[src/hw/rtl/bdlp_pkg.sv]
// Shared types and constants of the button debounce and long-press unit.
`default_nettype none
package bdlp_pkg;

   localparam int PIN_W      = 4;
   localparam int BTN_ID_W   = 3;
   localparam int KIND_W     = 2;
   localparam int TIME_W     = 32;
   localparam int MS_W       = 16;
   localparam int CSR_IDX_W  = 2;
   localparam int CSR_DATA_W = 16;
   localparam int MAX_EVENTS = 4;
   localparam int SLOT_W     = 2;
   localparam int EVCNT_W    = 3;
   localparam int QUEUE_DEPTH = 2;
   localparam int QPTR_W     = 1;
   localparam int QCNT_W     = 2;

   // event kinds
   localparam logic [KIND_W-1:0] EV_NONE    = 2'd0;
   localparam logic [KIND_W-1:0] EV_PRESS   = 2'd1;
   localparam logic [KIND_W-1:0] EV_RELEASE = 2'd2;
   localparam logic [KIND_W-1:0] EV_LONG    = 2'd3;

   // configuration register indexes
   localparam logic [CSR_IDX_W-1:0] CSR_ENABLE   = 2'd0;
   localparam logic [CSR_IDX_W-1:0] CSR_DEBOUNCE = 2'd1;
   localparam logic [CSR_IDX_W-1:0] CSR_LONG     = 2'd2;

   localparam logic [MS_W-1:0] DEBOUNCE_RESET = 16'd50;
   localparam logic [MS_W-1:0] LONG_RESET     = 16'd1000;

   // one classified tick handed from front to back
   typedef struct packed {
      logic [TIME_W-1:0] now;
      logic [PIN_W-1:0]  raw;
   } bdlp_tick_type;

endpackage
`default_nettype wire

[src/hw/rtl/bdlp_req_if.sv]
// Request channel interface: one millisecond tick with the pin levels.
`default_nettype none
interface bdlp_req_if
   import bdlp_pkg::*;
();
   logic             valid;
   logic             ready;
   logic [PIN_W-1:0] pin_levels;

   modport source (output valid, output pin_levels, input ready);
   modport sink   (input valid, input pin_levels, output ready);
endinterface
`default_nettype wire

[src/hw/rtl/bdlp_rsp_if.sv]
// Response channel interface: one button event per transaction.
`default_nettype none
interface bdlp_rsp_if
   import bdlp_pkg::*;
();
   logic                valid;
   logic                ready;
   logic [BTN_ID_W-1:0] button_id;
   logic [KIND_W-1:0]   event_kind;
   logic [BTN_ID_W-1:0] changed_button;
   logic [PIN_W-1:0]    pressed_mask;
   logic                last;

   modport source (output valid, output button_id, output event_kind,
                   output changed_button, output pressed_mask, output last,
                   input ready);
   modport sink   (input valid, input button_id, input event_kind,
                   input changed_button, input pressed_mask, input last,
                   output ready);
endinterface
`default_nettype wire

[src/hw/rtl/bdlp_front.sv]
// Front end: tick counter, pin edge detection and debounce lockout.
`default_nettype none
module bdlp_front
   import bdlp_pkg::*;
#(
   parameter int NUM_BUTTONS = 4
) (
   input  wire logic            clock,
   input  wire logic            reset,
   bdlp_req_if.sink             req,
   input  wire logic            enable,
   input  wire logic [MS_W-1:0] debounce_ms,
   input  wire logic            queue_full,
   output logic                 push,
   output bdlp_tick_type        push_data
);
   localparam int NB = (NUM_BUTTONS < PIN_W) ? NUM_BUTTONS : PIN_W;

   logic [TIME_W-1:0] tick_ff, tick_in;
   logic [PIN_W-1:0]  prev_ff;
   logic [PIN_W-1:0]  raw_ff, raw_in;
   logic [TIME_W-1:0] last_acc_ff [NB];
   logic [TIME_W-1:0] last_acc_in [NB];
   logic              accept;

   assign req.ready = !queue_full;
   assign accept    = req.valid && !queue_full;
   assign tick_in   = tick_ff + 32'd1;

   always_comb begin
      raw_in = raw_ff;
      for (int i = 0; i < NB; i++) begin
         last_acc_in[i] = last_acc_ff[i];
         if (((req.pin_levels[i] ^ prev_ff[i]) == 1'b1) && enable &&
             ((tick_in - last_acc_ff[i]) > {16'd0, debounce_ms})) begin
            raw_in[i]      = !req.pin_levels[i];
            last_acc_in[i] = tick_in;
         end
      end
   end

   assign push           = accept;
   assign push_data.now  = tick_in;
   assign push_data.raw  = raw_in;

   always_ff @(posedge clock) begin
      if (reset) begin
         tick_ff <= '0;
         prev_ff <= '1;
         raw_ff  <= '0;
         for (int i = 0; i < NB; i++) last_acc_ff[i] <= '0;
      end else if (accept) begin
         tick_ff <= tick_in;
         prev_ff <= req.pin_levels;
         raw_ff  <= raw_in;
         for (int i = 0; i < NB; i++) last_acc_ff[i] <= last_acc_in[i];
      end
   end

endmodule
`default_nettype wire

[src/hw/rtl/bdlp_queue.sv]
// Two-entry queue of classified ticks between front and back.
`default_nettype none
module bdlp_queue
   import bdlp_pkg::*;
(
   input  wire logic          clock,
   input  wire logic          reset,
   input  wire logic          push,
   input  wire bdlp_tick_type push_data,
   output logic               full,
   input  wire logic          pop,
   output logic               empty,
   output bdlp_tick_type      head
);
   bdlp_tick_type      mem_ff [QUEUE_DEPTH];
   logic [QPTR_W-1:0]  wr_ptr_ff;
   logic [QPTR_W-1:0]  rd_ptr_ff;
   logic [QCNT_W-1:0]  count_ff;

   assign full  = (count_ff == QCNT_W'(QUEUE_DEPTH));
   assign empty = (count_ff == '0);
   assign head  = mem_ff[rd_ptr_ff];

   always_ff @(posedge clock) begin
      if (push) mem_ff[wr_ptr_ff] <= push_data;
   end

   always_ff @(posedge clock) begin
      if (reset) begin
         wr_ptr_ff <= '0;
         rd_ptr_ff <= '0;
         count_ff  <= '0;
      end else begin
         if (push) wr_ptr_ff <= wr_ptr_ff + 1'b1;
         if (pop)  rd_ptr_ff <= rd_ptr_ff + 1'b1;
         if (push && !pop)      count_ff <= count_ff + 1'b1;
         else if (pop && !push) count_ff <= count_ff - 1'b1;
      end
   end

endmodule
`default_nettype wire

[src/hw/rtl/bdlp_back.sv]
// Back end: debounced state, button poll and event serialization.
`default_nettype none
module bdlp_back
   import bdlp_pkg::*;
#(
   parameter int NUM_BUTTONS = 4
) (
   input  wire logic            clock,
   input  wire logic            reset,
   input  wire logic [MS_W-1:0] long_press_ms,
   input  wire logic            queue_empty,
   input  wire bdlp_tick_type   head,
   output logic                 pop,
   bdlp_rsp_if.source           rsp
);
   localparam int NB = (NUM_BUTTONS < PIN_W) ? NUM_BUTTONS : PIN_W;

   logic [NB-1:0]     deb_ff, deb_in;
   logic [NB-1:0]     done_ff, done_in;
   logic [TIME_W-1:0] start_ff [NB];
   logic [TIME_W-1:0] start_in [NB];
   logic [NB-1:0]     held_long;

   logic [BTN_ID_W-1:0] slot_btn_ff  [MAX_EVENTS];
   logic [KIND_W-1:0]   slot_kind_ff [MAX_EVENTS];
   logic [BTN_ID_W-1:0] slot_btn_in  [MAX_EVENTS];
   logic [KIND_W-1:0]   slot_kind_in [MAX_EVENTS];
   logic [SLOT_W-1:0]   last_idx_ff;
   logic [SLOT_W-1:0]   rd_idx_ff;
   logic [BTN_ID_W-1:0] changed_ff, changed_in;
   logic [PIN_W-1:0]    mask_ff, mask_in;
   logic                busy_ff;
   logic [EVCNT_W-1:0]  ev_cnt;
   logic                rsp_done;
   logic                final_out;

   // hold time check for every button against its stored press start
   always_comb begin
      for (int i = 0; i < NB; i++)
         held_long[i] = (head.now - start_ff[i]) >= {16'd0, long_press_ms};
   end

   // poll buttons in order; stops after the first debounced change
   always_comb begin
      logic stop;
      logic take_chg;
      logic lp_met;
      stop       = 1'b0;
      take_chg   = 1'b0;
      lp_met     = 1'b0;
      ev_cnt     = '0;
      changed_in = '0;
      deb_in     = deb_ff;
      done_in    = done_ff;
      for (int i = 0; i < NB; i++) start_in[i] = start_ff[i];
      for (int k = 0; k < MAX_EVENTS; k++) begin
         slot_btn_in[k]  = '0;
         slot_kind_in[k] = EV_NONE;
      end
      for (int i = 0; i < NB; i++) begin
         if (!stop) begin
            take_chg = (head.raw[i] != deb_ff[i]) &&
                       (ev_cnt < EVCNT_W'(MAX_EVENTS));
            if (take_chg) begin
               slot_btn_in[ev_cnt[SLOT_W-1:0]]  = BTN_ID_W'(i + 1);
               slot_kind_in[ev_cnt[SLOT_W-1:0]] = head.raw[i] ? EV_PRESS : EV_RELEASE;
               ev_cnt    = ev_cnt + 1'b1;
               deb_in[i] = head.raw[i];
               if (head.raw[i]) begin
                  start_in[i] = head.now;
                  done_in[i]  = 1'b0;
               end
            end
            // a fresh press has zero hold time
            lp_met = (take_chg && head.raw[i]) ? (long_press_ms == '0) : held_long[i];
            if (deb_in[i] && !done_in[i] && lp_met &&
                (ev_cnt < EVCNT_W'(MAX_EVENTS))) begin
               slot_btn_in[ev_cnt[SLOT_W-1:0]]  = BTN_ID_W'(i + 1);
               slot_kind_in[ev_cnt[SLOT_W-1:0]] = EV_LONG;
               ev_cnt     = ev_cnt + 1'b1;
               done_in[i] = 1'b1;
            end
            if (take_chg) begin
               stop       = 1'b1;
               changed_in = BTN_ID_W'(i + 1);
            end
         end
      end
      mask_in = '0;
      mask_in[NB-1:0] = deb_in;
   end

   assign final_out = (rd_idx_ff == last_idx_ff);
   assign rsp_done  = rsp.valid && rsp.ready;
   assign pop       = !queue_empty && (!busy_ff || (rsp_done && final_out));

   assign rsp.valid          = busy_ff;
   assign rsp.button_id      = slot_btn_ff[rd_idx_ff];
   assign rsp.event_kind     = slot_kind_ff[rd_idx_ff];
   assign rsp.changed_button = changed_ff;
   assign rsp.pressed_mask   = mask_ff;
   assign rsp.last           = final_out;

   always_ff @(posedge clock) begin
      if (pop) begin
         for (int k = 0; k < MAX_EVENTS; k++) begin
            slot_btn_ff[k]  <= slot_btn_in[k];
            slot_kind_ff[k] <= slot_kind_in[k];
         end
         last_idx_ff <= (ev_cnt == '0) ? '0 : SLOT_W'(ev_cnt - 1'b1);
         changed_ff  <= changed_in;
         mask_ff     <= mask_in;
      end
   end

   always_ff @(posedge clock) begin
      if (reset) begin
         deb_ff    <= '0;
         done_ff   <= '0;
         for (int i = 0; i < NB; i++) start_ff[i] <= '0;
         busy_ff   <= 1'b0;
         rd_idx_ff <= '0;
      end else begin
         if (pop) begin
            deb_ff    <= deb_in;
            done_ff   <= done_in;
            for (int i = 0; i < NB; i++) start_ff[i] <= start_in[i];
            busy_ff   <= 1'b1;
            rd_idx_ff <= '0;
         end else if (rsp_done) begin
            if (final_out) busy_ff <= 1'b0;
            else rd_idx_ff <= rd_idx_ff + 1'b1;
         end
      end
   end

endmodule
`default_nettype wire

[src/hw/rtl/button_debounce_long_press_unit.sv]
// Top level: configuration registers and front/queue/back hookup.
//
//  channel  direction  handshake          payload
//  req_ch   in         valid/ready        pin_levels
//  rsp_ch   out        valid/ready        button_id, event_kind, changed_button,
//                                         pressed_mask, last
//  csr_*    in         csr_wr_en          csr_index, csr_wr_data
//
// The front takes one tick per cycle while the two-entry queue has room.
// The back pops a tick, polls buttons up to the first debounced change and
// then sends one result per cycle while rsp_ch is ready, 1 to 4 per tick.
// Synchronous reset clears control state only; no clearing pass is needed.
// A stalled rsp_ch fills the queue, which then drops req_ch ready.
`default_nettype none
module button_debounce_long_press_unit
   import bdlp_pkg::*;
#(
   parameter int NUM_BUTTONS = 4
) (
   input  wire logic                  clock,
   input  wire logic                  reset,
   bdlp_req_if.sink                   req_ch,
   bdlp_rsp_if.source                 rsp_ch,
   input  wire logic                  csr_wr_en,
   input  wire logic [CSR_IDX_W-1:0]  csr_index,
   input  wire logic [CSR_DATA_W-1:0] csr_wr_data
);
   logic            enable_ff;
   logic [MS_W-1:0] debounce_ms_ff;
   logic [MS_W-1:0] long_press_ms_ff;

   logic            q_push;
   bdlp_tick_type   q_push_data;
   logic            q_full;
   logic            q_pop;
   logic            q_empty;
   bdlp_tick_type   q_head;

   always_ff @(posedge clock) begin
      if (reset) begin
         enable_ff        <= 1'b0;
         debounce_ms_ff   <= DEBOUNCE_RESET;
         long_press_ms_ff <= LONG_RESET;
      end else if (csr_wr_en) begin
         unique case (csr_index)
            CSR_ENABLE:   enable_ff        <= csr_wr_data[0];
            CSR_DEBOUNCE: debounce_ms_ff   <= csr_wr_data[MS_W-1:0];
            CSR_LONG:     long_press_ms_ff <= csr_wr_data[MS_W-1:0];
            default: ;
         endcase
      end
   end

   bdlp_front #(
      .NUM_BUTTONS (NUM_BUTTONS)
   ) u_front (
      .clock       (clock),
      .reset       (reset),
      .req         (req_ch),
      .enable      (enable_ff),
      .debounce_ms (debounce_ms_ff),
      .queue_full  (q_full),
      .push        (q_push),
      .push_data   (q_push_data)
   );

   bdlp_queue u_queue (
      .clock     (clock),
      .reset     (reset),
      .push      (q_push),
      .push_data (q_push_data),
      .full      (q_full),
      .pop       (q_pop),
      .empty     (q_empty),
      .head      (q_head)
   );

   bdlp_back #(
      .NUM_BUTTONS (NUM_BUTTONS)
   ) u_back (
      .clock         (clock),
      .reset         (reset),
      .long_press_ms (long_press_ms_ff),
      .queue_empty   (q_empty),
      .head          (q_head),
      .pop           (q_pop),
      .rsp           (rsp_ch)
   );

endmodule
`default_nettype wire
[src/flat_wrapper.sv]
// flat-port wrapper written by rule: the top's interface ports become plain ports
module button_debounce_long_press_unit_flat import bdlp_pkg::*;
#(
   parameter int NUM_BUTTONS = 4
)
  (clock, reset, csr_wr_en, csr_index, csr_wr_data, req_ch_valid, req_ch_pin_levels, req_ch_ready, rsp_ch_valid, rsp_ch_button_id, rsp_ch_event_kind, rsp_ch_changed_button, rsp_ch_pressed_mask, rsp_ch_last, rsp_ch_ready);
  bdlp_req_if req_ch_i ();
  bdlp_rsp_if rsp_ch_i ();
  input  wire logic clock;
  input  wire logic reset;
  input  wire logic csr_wr_en;
  input  wire logic [CSR_IDX_W-1:0] csr_index;
  input  wire logic [CSR_DATA_W-1:0] csr_wr_data;
  input wire logic [$bits(req_ch_i.valid)-1:0] req_ch_valid;
  input wire logic [$bits(req_ch_i.pin_levels)-1:0] req_ch_pin_levels;
  output wire logic [$bits(req_ch_i.ready)-1:0] req_ch_ready;
  output wire logic [$bits(rsp_ch_i.valid)-1:0] rsp_ch_valid;
  output wire logic [$bits(rsp_ch_i.button_id)-1:0] rsp_ch_button_id;
  output wire logic [$bits(rsp_ch_i.event_kind)-1:0] rsp_ch_event_kind;
  output wire logic [$bits(rsp_ch_i.changed_button)-1:0] rsp_ch_changed_button;
  output wire logic [$bits(rsp_ch_i.pressed_mask)-1:0] rsp_ch_pressed_mask;
  output wire logic [$bits(rsp_ch_i.last)-1:0] rsp_ch_last;
  input wire logic [$bits(rsp_ch_i.ready)-1:0] rsp_ch_ready;
  assign req_ch_i.valid = req_ch_valid;
  assign req_ch_i.pin_levels = req_ch_pin_levels;
  assign req_ch_ready = req_ch_i.ready;
  assign rsp_ch_valid = rsp_ch_i.valid;
  assign rsp_ch_button_id = rsp_ch_i.button_id;
  assign rsp_ch_event_kind = rsp_ch_i.event_kind;
  assign rsp_ch_changed_button = rsp_ch_i.changed_button;
  assign rsp_ch_pressed_mask = rsp_ch_i.pressed_mask;
  assign rsp_ch_last = rsp_ch_i.last;
  assign rsp_ch_i.ready = rsp_ch_ready;
  button_debounce_long_press_unit #(.NUM_BUTTONS(NUM_BUTTONS)) u_core (.clock(clock), .reset(reset), .req_ch(req_ch_i), .rsp_ch(rsp_ch_i), .csr_wr_en(csr_wr_en), .csr_index(csr_index), .csr_wr_data(csr_wr_data));
endmodule
[config.mk]
export PLATFORM = sky130hd
export DESIGN_NAME = button_debounce_long_press_unit_flat
export DESIGN_NICKNAME = d
export VERILOG_FILES = /design/src/hw/rtl/bdlp_pkg.sv /design/src/hw/rtl/bdlp_req_if.sv /design/src/hw/rtl/bdlp_rsp_if.sv /design/src/hw/rtl/bdlp_front.sv /design/src/hw/rtl/bdlp_queue.sv /design/src/hw/rtl/bdlp_back.sv /design/src/hw/rtl/button_debounce_long_press_unit.sv /design/src/flat_wrapper.sv
export SDC_FILE = /design/constraint.sdc
export NUM_CORES = 1
export LEC_CHECK = 0
export BUFFER_PORTS_ARGS = -buffer_cell sky130_fd_sc_hd__buf_2
export CORE_ASPECT_RATIO = 0.9
export CORE_MARGIN = 5
export CORE_UTILIZATION = 55
export CTS_CLUSTER_DIAMETER = 80
export CTS_CLUSTER_SIZE = 16
export DETAILED_ROUTE_END_ITERATION = 16
export PLACE_DENSITY = 0.75
export RECOVER_POWER = 50
export SLEW_MARGIN = 25
export SYNTH_ARGS = -nofsm -noshare
export SYNTH_HDL_FRONTEND = slang
export SYNTH_HIERARCHICAL = 1
export SYNTH_SLANG_ARGS = --single-unit
[constraint.sdc]
create_clock -name clock -period 9.5 [get_ports clock]
set_input_delay 0.95 -clock clock [delete_from_list [all_inputs] [get_ports clock]]
set_output_delay 0.95 -clock clock [all_outputs]
set_load 0.01 [all_outputs]
==> impl_results.md, run 1 <==
- WHS: about 0.48 ns
- Initial antenna violation count: 0
- Static leakage power: 0.0167 µW
- Worst setup SP type: flip-flop
- Final period util: 0.962
- Most used cell, CP: ha_1
- Final wirelength: just over 100000 µm
- Syn nets: between 4k and 5k
- Worst-Skew Late Latency: 0.58 ns
- Mapped cell area: 37000 µm²
- Detailed Routing Iterations Pass 1: 6
- Gr usage total: 0.267
- Nets: around 4.5k
- Rel. slew slack: -0.787
- Seq cells post-synth: between 400 and 500
- Most used flip-flop cell after synthesis: edfxtp_1
- Final Hold Vio Count: 0
- Cts bufs inserted: 38
- Outcome: finished, violations left
- Util after Layout: 0.595
- Clock sinks: roughly 450
- Mean area per synthesized cell: 9.15 µm²
- CTS clk-pin slew, worst paths: 0.08 ns
- Diodes inserted: 0
- Clock Skews: 0.0318 ns
- Site Rows: 90
- CTS tree: done
- Hold crit path type: reg -> reg
- Worst hold path depth: 2
- Antenna Violating Nets Remaining: 0
- Port buffer count: between 40 and 50
- Root buffer cell: clkbuf_16
- FFs w/ async S/R, synth: 0
- CP Max Fanout: 7
- Max_cap viols: 6
- Global route total overflow: 0
- IO Count: 42
- Largest net degree at the start of global routing: slightly below 70
- Post-layout minimum cycle time: about 9 ns
- Reg2reg setup slack: 0.36 ns
- # DRC: 0
- Register area share after synthesis: 0.339
- Reg2Reg Depth: 46
- Final RePlAce weighted congestion: around 0.96
- Max stage delay cell, worst path: nor4b_2
- Final Setup Violations: 0
- Vias per cell: about 6.2
- CTS max path bufs: 3
- Max VDD drop: between 0.2 and 0.3 mV
- Arr. time, crit path: around 9.5 ns
- Die ar.: approximately 72000 µm²
- Failing checks: capacitance limit, slew limit
- Starting Density: 0.553
- Synth Warn #: 6
- Worst Path Required: around 9.8 ns
- Share of cells above drive strength 1: 0.0727
- Detailed Place HPWL: approximately 80000 µm
- Delay-heaviest family, CP: compound AO/OA/AOI/OAI gates
- Worst slew pin tran: approximately 2.7 ns
- Largest stage delay, worst path: approximately 0.40 ns
- Worst path depth: between 40 and 50
- Post-Synthesis Cells: between 4k and 5k
- Setup CP Type: reg -> reg
- Initial drt markers: 2322
- H-Tree Depth: 2
- First-pass GRT wire length: between 150000 and 200000 µm
- Number of synthesized flops with an enable pin: between 300 and 400
- CP Capture Type: flip-flop
- Vias in the first global route: slightly below 30k
- Die width: between 200 and 300 µm
- Max Clk Rate: about 0.11 GHz
- DR WL/cell: between 20 and 25 µm
- Yosys cell types: 116
- Vias: 31.2k
- Core area: 66800 µm²
- Total power: 10800 µW
- Synth-to-layout area growth: 7.44%
- Final Slew Violations: 298
- PD cells: between 200 and 300 nW/µm²
- DIE HEIGHT: about 260 µm
- Crit path buffers/inverters: 4
## report_power, final
| part | leakage (µW) | total (µW) | internal [µW] | switching [µW] |
|---|---|---|---|---|
| clock network | 0.000583 | 1580 | 814 | 767 |
| logic | 0.0118 | 6600 | 2710 | 3890 |
| registers | 0.00436 | 2650 | 2520 | 124 |
## final timing paths
kind | from | end
max | flip-flop | u_core/u_back/last_idx_ff[0]$_SDFFCE_PN0P_
min | u_core/debounce_ms_ff[6]$_SDFFE_PP0P_ | u_core/debounce_ms_ff[6]$_SDFFE_PP0P_
max reg2reg | flip-flop | u_core/u_back/last_idx_ff[0]$_SDFFCE_PN0P_
min reg2reg | u_core/debounce_ms_ff[6]$_SDFFE_PP0P_ | u_core/debounce_ms_ff[6]$_SDFFE_PP0P_
## routing by layer
metal  wire (µm)  up-vias  share of wire  track usage
li1            -    15100              -            -
met1       44100    14900           0.44        0.352
met2       47800      894           0.47        0.455
met3        5050      200          0.050       0.0270
met4        4460        0          0.044        0.103
met5           0        -              0            0
## worst min-delay path, stage by stage (launching register included)
cell,delay (ns)
dfxtp_1,0.31
nand2b_1,0.06
mux2i_1,0.06
## registers in the layout (all words and copies together) (netlist names), 2 cells and up, named ones only
register / flops
u_core/debounce_ms_ff: 16
u_core/long_press_ms_ff: 16
u_core/u_back/deb_ff: 4
u_core/u_back/done_ff: 4
u_core/u_back/last_idx_ff: 2
u_core/u_back/rd_idx_ff: 2
u_core/u_back/rsp.changed_button: 3
u_core/u_back/rsp.pressed_mask: 4
u_core/u_back/slot_btn_ff: 12
u_core/u_back/slot_kind_ff: 8
u_core/u_back/start_ff: 128
u_core/u_front/last_acc_ff: 128
u_core/u_front/prev_ff: 4
u_core/u_front/raw_ff: 4
u_core/u_front/tick_ff: 32
u_core/u_queue/count_ff: 2
u_core/u_queue/mem_ff: 72
## cells by family after synthesis
kind of cell,Yosys count,synth area share
buf+inv,504,0.0541
flops,448,0.339
mux,108,0.0325
xor+xnor,192,0.0460
fa+ha+maj,417,0.143
compound gates,1159,0.213
simple gates,1211,0.172
## cell usage after synthesis, types with 58 or more instances
library cell | n | area share
xor2_1 | 64 | 0.015
nand2_1 | 260 | 0.026
nor2_1 | 237 | 0.024
o21ai_0 | 187 | 0.025
mux2i_1 | 58 | 0.016
nor2b_1 | 95 | 0.016
a21oi_1 | 327 | 0.044
ha_1 | 408 | 0.14
nand2b_1 | 84 | 0.014
dfxtp_1 | 91 | 0.049
inv_1 | 385 | 0.039
a21o_1 | 119 | 0.024
clkbuf_1 | 90 | 0.0091
nor3_1 | 65 | 0.0088
xnor2_1 | 127 | 0.030
nand4_1 | 79 | 0.013
o21a_1 | 68 | 0.014
and2_1 | 88 | 0.015
edfxtp_1 | 357 | 0.29
nand3_1 | 93 | 0.013
## final cells by class
class / instances / area (µm²)
Timing Repair Buffer: 139 / 867
Fill cell: 5904 / 27100
Clock buffer: 59 / 1090
Inverter: 385 / 1450
Clock inverter: 11 / 114
Multi-Input combinational cell: 3087 / 22500
Tap cell: 874 / 1090
Sequential cell: 448 / 12500
## what timing repair did
| action | 4_1_cts | 5_1_grt |
|---|---|---|
| setup buffers | 0 | 8 |
| hold buffers | 0 | 0 |
| resized for setup | 0 | 28 |
| setup endpoints to repair | 0 | 22 |
## metrics by stage
stage          cells  instance area [µm²]  TNS, ns  worst slack (ns)
2_1_floorplan   4039                37000        0            0.0695
3_3_place_gp    4923                38400        0             0.156
3_5_place_dp    4923                38400        0             0.125
4_1_cts         4993                39600        0            0.0395
5_1_grt         5003                39700  -0.0752           -0.0730
6_report        5003                39700        0             0.357
## placed cells by master (no fill, tap or decap), types with 29 or more instances in the layout
master,n
edfxtp_1,357
xor2_1,64
nand2_1,260
dfxtp_1,90
o21a_1,68
ha_1,404
nor2_1,235
o211ai_1,47
buf_2,29
buf_4,68
nand3_1,93
nor3_1,64
o21ai_0,185
inv_1,384
nor2b_1,93
a211oi_1,37
a31oi_1,30
and2_1,44
mux2i_1,58
a21o_1,119
mux2_2,42
or3_1,32
nand2b_1,84
clkbuf_1,56
nand4_1,80
and3_1,40
a21oi_1,319
clkbuf_16,41
and2_0,47
xnor2_1,126
Power figures use the tool's default switching activity.
==> inputs of run 2 (changes only) <==
--- a/config.mk
+++ b/config.mk
@@ -6,13 +6,15 @@
 export NUM_CORES = 1
 export LEC_CHECK = 0
 export BUFFER_PORTS_ARGS = -buffer_cell sky130_fd_sc_hd__buf_2
+export CELL_PAD_IN_SITES_DETAIL_PLACEMENT = 1
+export CELL_PAD_IN_SITES_GLOBAL_PLACEMENT = 1
 export CORE_ASPECT_RATIO = 0.9
 export CORE_MARGIN = 5
-export CORE_UTILIZATION = 55
+export CORE_UTILIZATION = 46
 export CTS_CLUSTER_DIAMETER = 80
 export CTS_CLUSTER_SIZE = 16
 export DETAILED_ROUTE_END_ITERATION = 16
-export PLACE_DENSITY = 0.75
+export PLACE_DENSITY = 0.79
 export RECOVER_POWER = 50
 export SLEW_MARGIN = 25
 export SYNTH_ARGS = -nofsm -noshare
==> impl_results.md, run 2 (synthesized netlist as in run 1, its figures left out) <==
- DR WL/cell: 22.3 µm (+9.8%)
- Failing checks: capacitance limit, slew limit
- Total power: 11100 µW (+2.2%)
- Nets: 4543 (unchanged)
- Clock Skews: 0.0307 ns (-0.00105 ns)
- Final Hold Vio Count: 0 (unchanged)
- Diodes inserted: 0 (unchanged)
- Most used cell, CP: ha_1
- Root buffer cell: clkbuf_16
- Global route total overflow: 0 (unchanged)
- First-pass GRT wire length: 179000 µm (+13%)
- Max stage delay cell, worst path: fa_1
- Die ar.: 86100 µm² (+19%)
- Starting Density: 0.464 (-0.0890)
- Worst slew pin tran: 2.88 ns (+0.198 ns)
- Area of the multi-input gates: 22600 µm² (+0.30%)
- Share of cells above drive strength 1: 0.0744 (+0.00171)
- Rel. slew slack: -0.919 (-0.132)
- Final setup margin: 0.240 ns (-0.116 ns)
- Antenna Violating Nets Remaining: 0 (unchanged)
- Arr. time, crit path: 9.62 ns (+0.14 ns)
- Gr usage total: 0.258 (-0.00859)
- M1 wire length: 51700 µm (+17%)
- Most common cell after layout, fill and taps aside: ha_1
- Most frequent cells in the layout: 399 x ha_1, 382 x inv_1, 357 x edfxtp_1, 319 x a21oi_1, 258 x nand2_1
- Met3 wire length: 4030 µm (-20%)
- Final Slew Violations: 276 (-7.4%)
- CP Capture Type: flip-flop
- Non-Filler Instances: 5178 (+3.5%)
- Core area: 79600 µm² (+19%)
- CP Max Fanout: 11 (+4)
- Setup CP Type: reg -> reg
- IO Count: 42 (unchanged)
- Vias per cell: 6.12 (-1.7%)
- Max VDD drop: 0.221 mV (-14%)
- Worst setup SP type: flip-flop
- Top Layer Used: met4
- DIE HEIGHT: 279 µm (+9.0%)
- Detailed Place HPWL: 91900 µm (+15%)
- Outcome: finished, violations left
- Final Setup Violations: 0 (unchanged)
- Port buffer count: 41 (unchanged)
- Util after Layout: 0.502 (-0.0925)
- Hold_buf cts: 0 (unchanged)
- Max_cap viols: 6 (unchanged)
- Clock sinks: 448 (unchanged)
- CTS clk-pin slew, worst paths: 0.08 ns (about the same)
- Die width: 309 µm (+9.0%)
- Static leakage power: 0.0167 µW (-0.19%)
- WHS: 0.464 ns (-0.0139 ns)
- Vias: 31.7k (+1.7%)
- Dpl ws: -0.162 ns (-0.288 ns)
- CTS tree: done
- Cells after DPL: 5101 (+3.6%)
- Number of fill cells: 9207 (+56%)
- Final period util: 0.975 (+0.0123)
- H-Tree Depth: 2 (unchanged)
- Worst Path Required: 9.86 ns (+0.02 ns)
- Final wirelength: 115000 µm (+14%)
- CTS max path bufs: 3 (unchanged)
- Largest net degree at the start of global routing: 70 (+1.4%)
- PD cells: 277 nW/µm² (+1.6%)
- Vias in the first global route: 32.3k (+8.7%)
- Site Rows: 98 (+8.9%)
- Detailed Routing Iterations Pass 1: 6 (unchanged)
- Post-layout minimum cycle time: 9.26 ns (+0.116 ns)
- Hold crit path type: reg -> reg
- Synth-to-layout area growth: 8.10%
- Initial antenna violation count: 0 (unchanged)
- Final RePlAce weighted congestion: 0.920 (-4.4%)
- Largest stage delay, worst path: 0.53 ns (+0.13 ns)
- # DRC: 0 (unchanged)
- Worst-Skew Late Latency: 0.59 ns (about the same)
- Cts bufs inserted: 38 (unchanged)
- Initial drt markers: 1935 (-17%)
- Biggest regs: u_core/u_back/start_ff: 128 flops, u_core/u_front/last_acc_ff: 128 flops, u_core/u_queue/mem_ff: 72 flops
- Max Clk Rate: 0.108 GHz (-1.3%)
- Seq. cell area: 12500 µm² (about the same)
- WL met2: 54400 µm (+14%)
==> run 2: cell count changes in the layout (fill, tap and decap cells not counted), moves of 4 or more <==
cell      change
ha_4          +4
and2_0        +4
and2_1        -4
clkbuf_1      +4
buf_2         -4
ha_1          -5
inv_6         -4
==> run 2: per-stage QoR <==
stage          TNS [ns]  instance area, µm²
6_report              0               39900
5_1_grt         -0.0917               39900
4_1_cts               0               39900
3_5_place_dp     -0.271               38700
3_3_place_gp          0               38700
2_1_floorplan         0               37000
==> run 2: final timing paths <==
path              slack (ns)  cells past startpoint                                   from                                          to
setup reg to reg        0.24                     45                              flip-flop  u_core/u_back/last_idx_ff[0]$_SDFFCE_PN0P_
hold reg to reg         0.46                      2  u_core/u_back/done_ff[1]$_SDFFE_PP0P_       u_core/u_back/done_ff[1]$_SDFFE_PP0P_
hold / removal          0.46                      2  u_core/u_back/done_ff[1]$_SDFFE_PP0P_       u_core/u_back/done_ff[1]$_SDFFE_PP0P_
setup / recovery        0.24                     45                              flip-flop  u_core/u_back/last_idx_ff[0]$_SDFFCE_PN0P_
==> run 2: worst max-delay path: cells and delay by family (launching register included) <==
family | cells | cell delay [ns]
DFF | 1 | 0.35
adders and majority gates | 9 | 2.59
xor gates and xnor gates | 1 | 0.10
AOI/OAI and AO/OA | 17 | 2.95
muxes | 2 | 0.59
and+or+nand+nor | 11 | 1.84
buffers and inverters | 5 | 0.58
==> run 2: layer usage <==
metal | track usage | up-vias
met5 | 0 | -
met4 | 0.0984 | 0
met3 | 0.0218 | 204
met2 | 0.439 | 617
met1 | 0.343 | 15800
li1 | - | 15100
==> run 2: cell type report <==
| type | instances | share of cell area |
|---|---|---|
| sequential | 448 | 0.314 |
| multi-input combinational | 3087 | 0.566 |
| tap | 1050 | 0.0329 |
| inverter | 385 | 0.0362 |
| clock buffer | 59 | 0.0273 |
| timing repair buffer | 139 | 0.0210 |
| clock inverter | 10 | 0.00254 |
==> run 2: repair_timing <==
action | in CTS | in global routing
gates resized for setup | 5 | 40
endpoints found under the setup margin | 4 | 20
pin swaps | 2 | 21
buffers inserted | 0 | 7
==> run 2: where the power goes <==
part           total [µW]  switching (µW)  internal (µW)
combinational        6840            4100           2740
clock                1580             773            810
sequential           2650             129           2520
==> inputs of run 3 (changes only) <==
--- a/config.mk
+++ b/config.mk
@@ -14,6 +14,7 @@
 export CTS_CLUSTER_DIAMETER = 80
 export CTS_CLUSTER_SIZE = 16
 export DETAILED_ROUTE_END_ITERATION = 16
+export GPL_TIMING_DRIVEN = 0
 export PLACE_DENSITY = 0.79
 export RECOVER_POWER = 50
 export SLEW_MARGIN = 25
==> impl_results.md, run 3 (synthesized netlist as in run 1, its figures left out) <==
- Core area: 79600 µm² (unchanged)
- Nets: 4644 (+2.2%)
- Cts bufs inserted: 38 (unchanged)
- CTS tree: done
- Rel. slew slack: 0.222 (+1.14)
- Initial drt markers: 2182 (+13%)
- Site Rows: 98 (unchanged)
- Antenna Violating Nets Remaining: 0 (unchanged)
- IO Count: 42 (unchanged)
- Vias: 32.7k (+3.3%)
- Die ar.: 86100 µm² (unchanged)
- Outcome: finished, violations left
- Worst setup SP type: flip-flop
- Clock Skews: 0.0228 ns (-0.00786 ns)
- Unrepaired setup endpoints after global routing: yes
- Port buffer count: 41 (unchanged)
- Biggest regs: u_core/u_back/start_ff: 128 flops, u_core/u_front/last_acc_ff: 128 flops, u_core/u_queue/mem_ff: 72 flops
- Most frequent cells in the layout: 392 x ha_1, 380 x inv_1, 357 x edfxtp_1, 313 x a21oi_1, 254 x nand2_1
- CTS clk-pin slew, worst paths: 0.08 ns (about the same)
- Number of fill cells: 9236 (+0.31%)
- Vias per cell: 6.20 (+1.3%)
- CP Capture Type: flip-flop
- PD cells: 287 nW/µm² (+3.4%)
- Final RePlAce weighted congestion: 0.890 (-3.3%)
- Reg2reg setup slack: -0.16 ns (-0.40 ns)
- Synth-to-layout area growth: 11.4%
- Root buffer cell: clkbuf_16
- Final period util: 1.02 (+0.0417)
- Most used cell, CP: buf_4
- Detailed Place HPWL: 94900 µm (+3.3%)
- Reg2Reg Depth: 48 (+6.7%)
- DIE HEIGHT: 279 µm (unchanged)
- H-Tree Depth: 2 (unchanged)
- Final Slew Violations: 0 (-100%)
- TNS Setup: -0.640 ns (-0.640 ns)
- Final Setup Violations: 7 (+7)
- Largest stage delay, worst path: 0.44 ns (-0.09 ns)
- Worst-Skew Late Latency: 0.59 ns (about the same)
- Max Clk Rate: 0.104 GHz (-4.1%)
- Hold crit path type: reg -> reg
- Final wirelength: 123000 µm (+6.4%)
- # DRC: 0 (unchanged)
- Starting Density: 0.464 (unchanged)
- Failing checks: setup timing
- Worst slew pin tran: 1.16 ns (-1.72 ns)
- Arr. time, crit path: 9.98 ns (+0.36 ns)
- Static leakage power: 0.0173 µW (+3.5%)
- Final Hold Vio Count: 0 (unchanged)
- Final setup margin: -0.156 ns (-0.396 ns)
- Worst Path Required: 9.82 ns (-0.04 ns)
- Max_cap viols: 0 (-6)
- Detailed Routing Iterations Pass 1: 5 (-1)
- Gr usage total: 0.271 (+0.0125)
- Max VDD drop: 0.189 mV (-15%)
- Post-layout minimum cycle time: 9.66 ns (+0.396 ns)
- Die width: 309 µm (unchanged)
- Vias in the first global route: 33.5k (+3.7%)
- Clock sinks: 448 (unchanged)
- First-pass GRT wire length: 186000 µm (+4.2%)
- Initial antenna violation count: 0 (unchanged)
- Worst hold path depth: 2 (unchanged)
- Util after Layout: 0.517 (+0.0155)
- DR WL/cell: 23.2 µm (+4.3%)
- Share of cells above drive strength 1: 0.0984 (+0.0240)
- CTS max path bufs: 3 (unchanged)
- CP Max Fanout: 6 (-5)
- Setup CP Type: reg -> reg
- Global route total overflow: 0 (unchanged)
- Most common cell after layout, fill and taps aside: ha_1
- Largest net degree at the start of global routing: 33 (-53%)
- Max stage delay cell, worst path: dfxtp_4
[run 3: changes by cell type in the layout (fill, tap and decap cells not counted), sizes merged]
cell           before  now
buf                94  140
clkinvlp            0    4
clkinv              6    3
diode               0    1
clkbuf            104  157
clkdlybuf4s50       0    1
[run 3: critical path, delay by kind of cell (launching register included)]
| family | cells | cell delay, ns |
|---|---|---|
| flip-flops | 1 | 0.44 |
| buffers and inverters | 17 | 2.17 |
| AO/OA/AOI/OAI | 16 | 3.43 |
| AND/OR/NAND/NOR | 9 | 1.72 |
| adder cells (fa/ha/maj) | 4 | 1.12 |
| XOR/XNOR | 1 | 0.14 |
| multiplexers | 1 | 0.38 |
[run 3: where the power goes]
group	total [µW]	switching (µW)	internal [µW]
registers	2650	129	2520
clock network	1630	778	847
logic	7530	4500	3030
[run 3: metrics by stage]
step	cell area, µm²	hold slack (ns)	total power [µW]	worst slack (ns)	cells
2_1_floorplan	37000	0.420	7220	0.0695	4039
3_5_place_dp	38800	0.450	9010	-2.50	5144
3_3_place_gp	38500	0.435	8710	-2.18	5130
5_1_grt	41200	0.498	12500	-0.341	5279
6_report	41200	0.481	11800	-0.156	5280
4_1_cts	40800	0.461	11200	0.00867	5260
[run 3: final timing paths]
path,startpoint,end
max,flip-flop,u_core/u_back/slot_kind_ff[0][1]$_DFFE_PP_
min,u_core/u_back/done_ff[1]$_SDFFE_PP0P_,u_core/u_back/done_ff[1]$_SDFFE_PP0P_
max reg2reg,flip-flop,u_core/u_back/slot_kind_ff[0][1]$_DFFE_PP_
min reg2reg,u_core/u_back/done_ff[1]$_SDFFE_PP0P_,u_core/u_back/done_ff[1]$_SDFFE_PP0P_
[run 3: layout make-up]
class | count | area (µm²) | share of cell area
buffer | 118 | 567 | 0.0138
clock inverter | 11 | 90.1 | 0.00219
tap | 1050 | 1310 | 0.0319
antenna | 1 | 2.50 | 0.0000608
timing repair buffer | 122 | 957 | 0.0232
sequential | 448 | 12500 | 0.305
inverter | 385 | 1450 | 0.0352
clock buffer | 58 | 1140 | 0.0278
multi-input combinational | 3087 | 23100 | 0.561
[run 3: what timing repair did]
item / 4_1_cts / 5_1_grt
buffers inserted: 46 / 20
pin swaps: 34 / 37
setup endpoints to repair: 59 / 23
cloned: 1 / 0
resized for setup: 83 / 44
hold buffers: 0 / 0
[run 3: metal layers]
layer | up-vias | GRT usage | wire length, µm
li1 | 15300 | - | -
met1 | 16300 | 0.339 | 51400
met2 | 908 | 0.481 | 60000
met3 | 239 | 0.0272 | 5570
met4 | 0 | 0.105 | 5610
met5 | - | 0 | 0
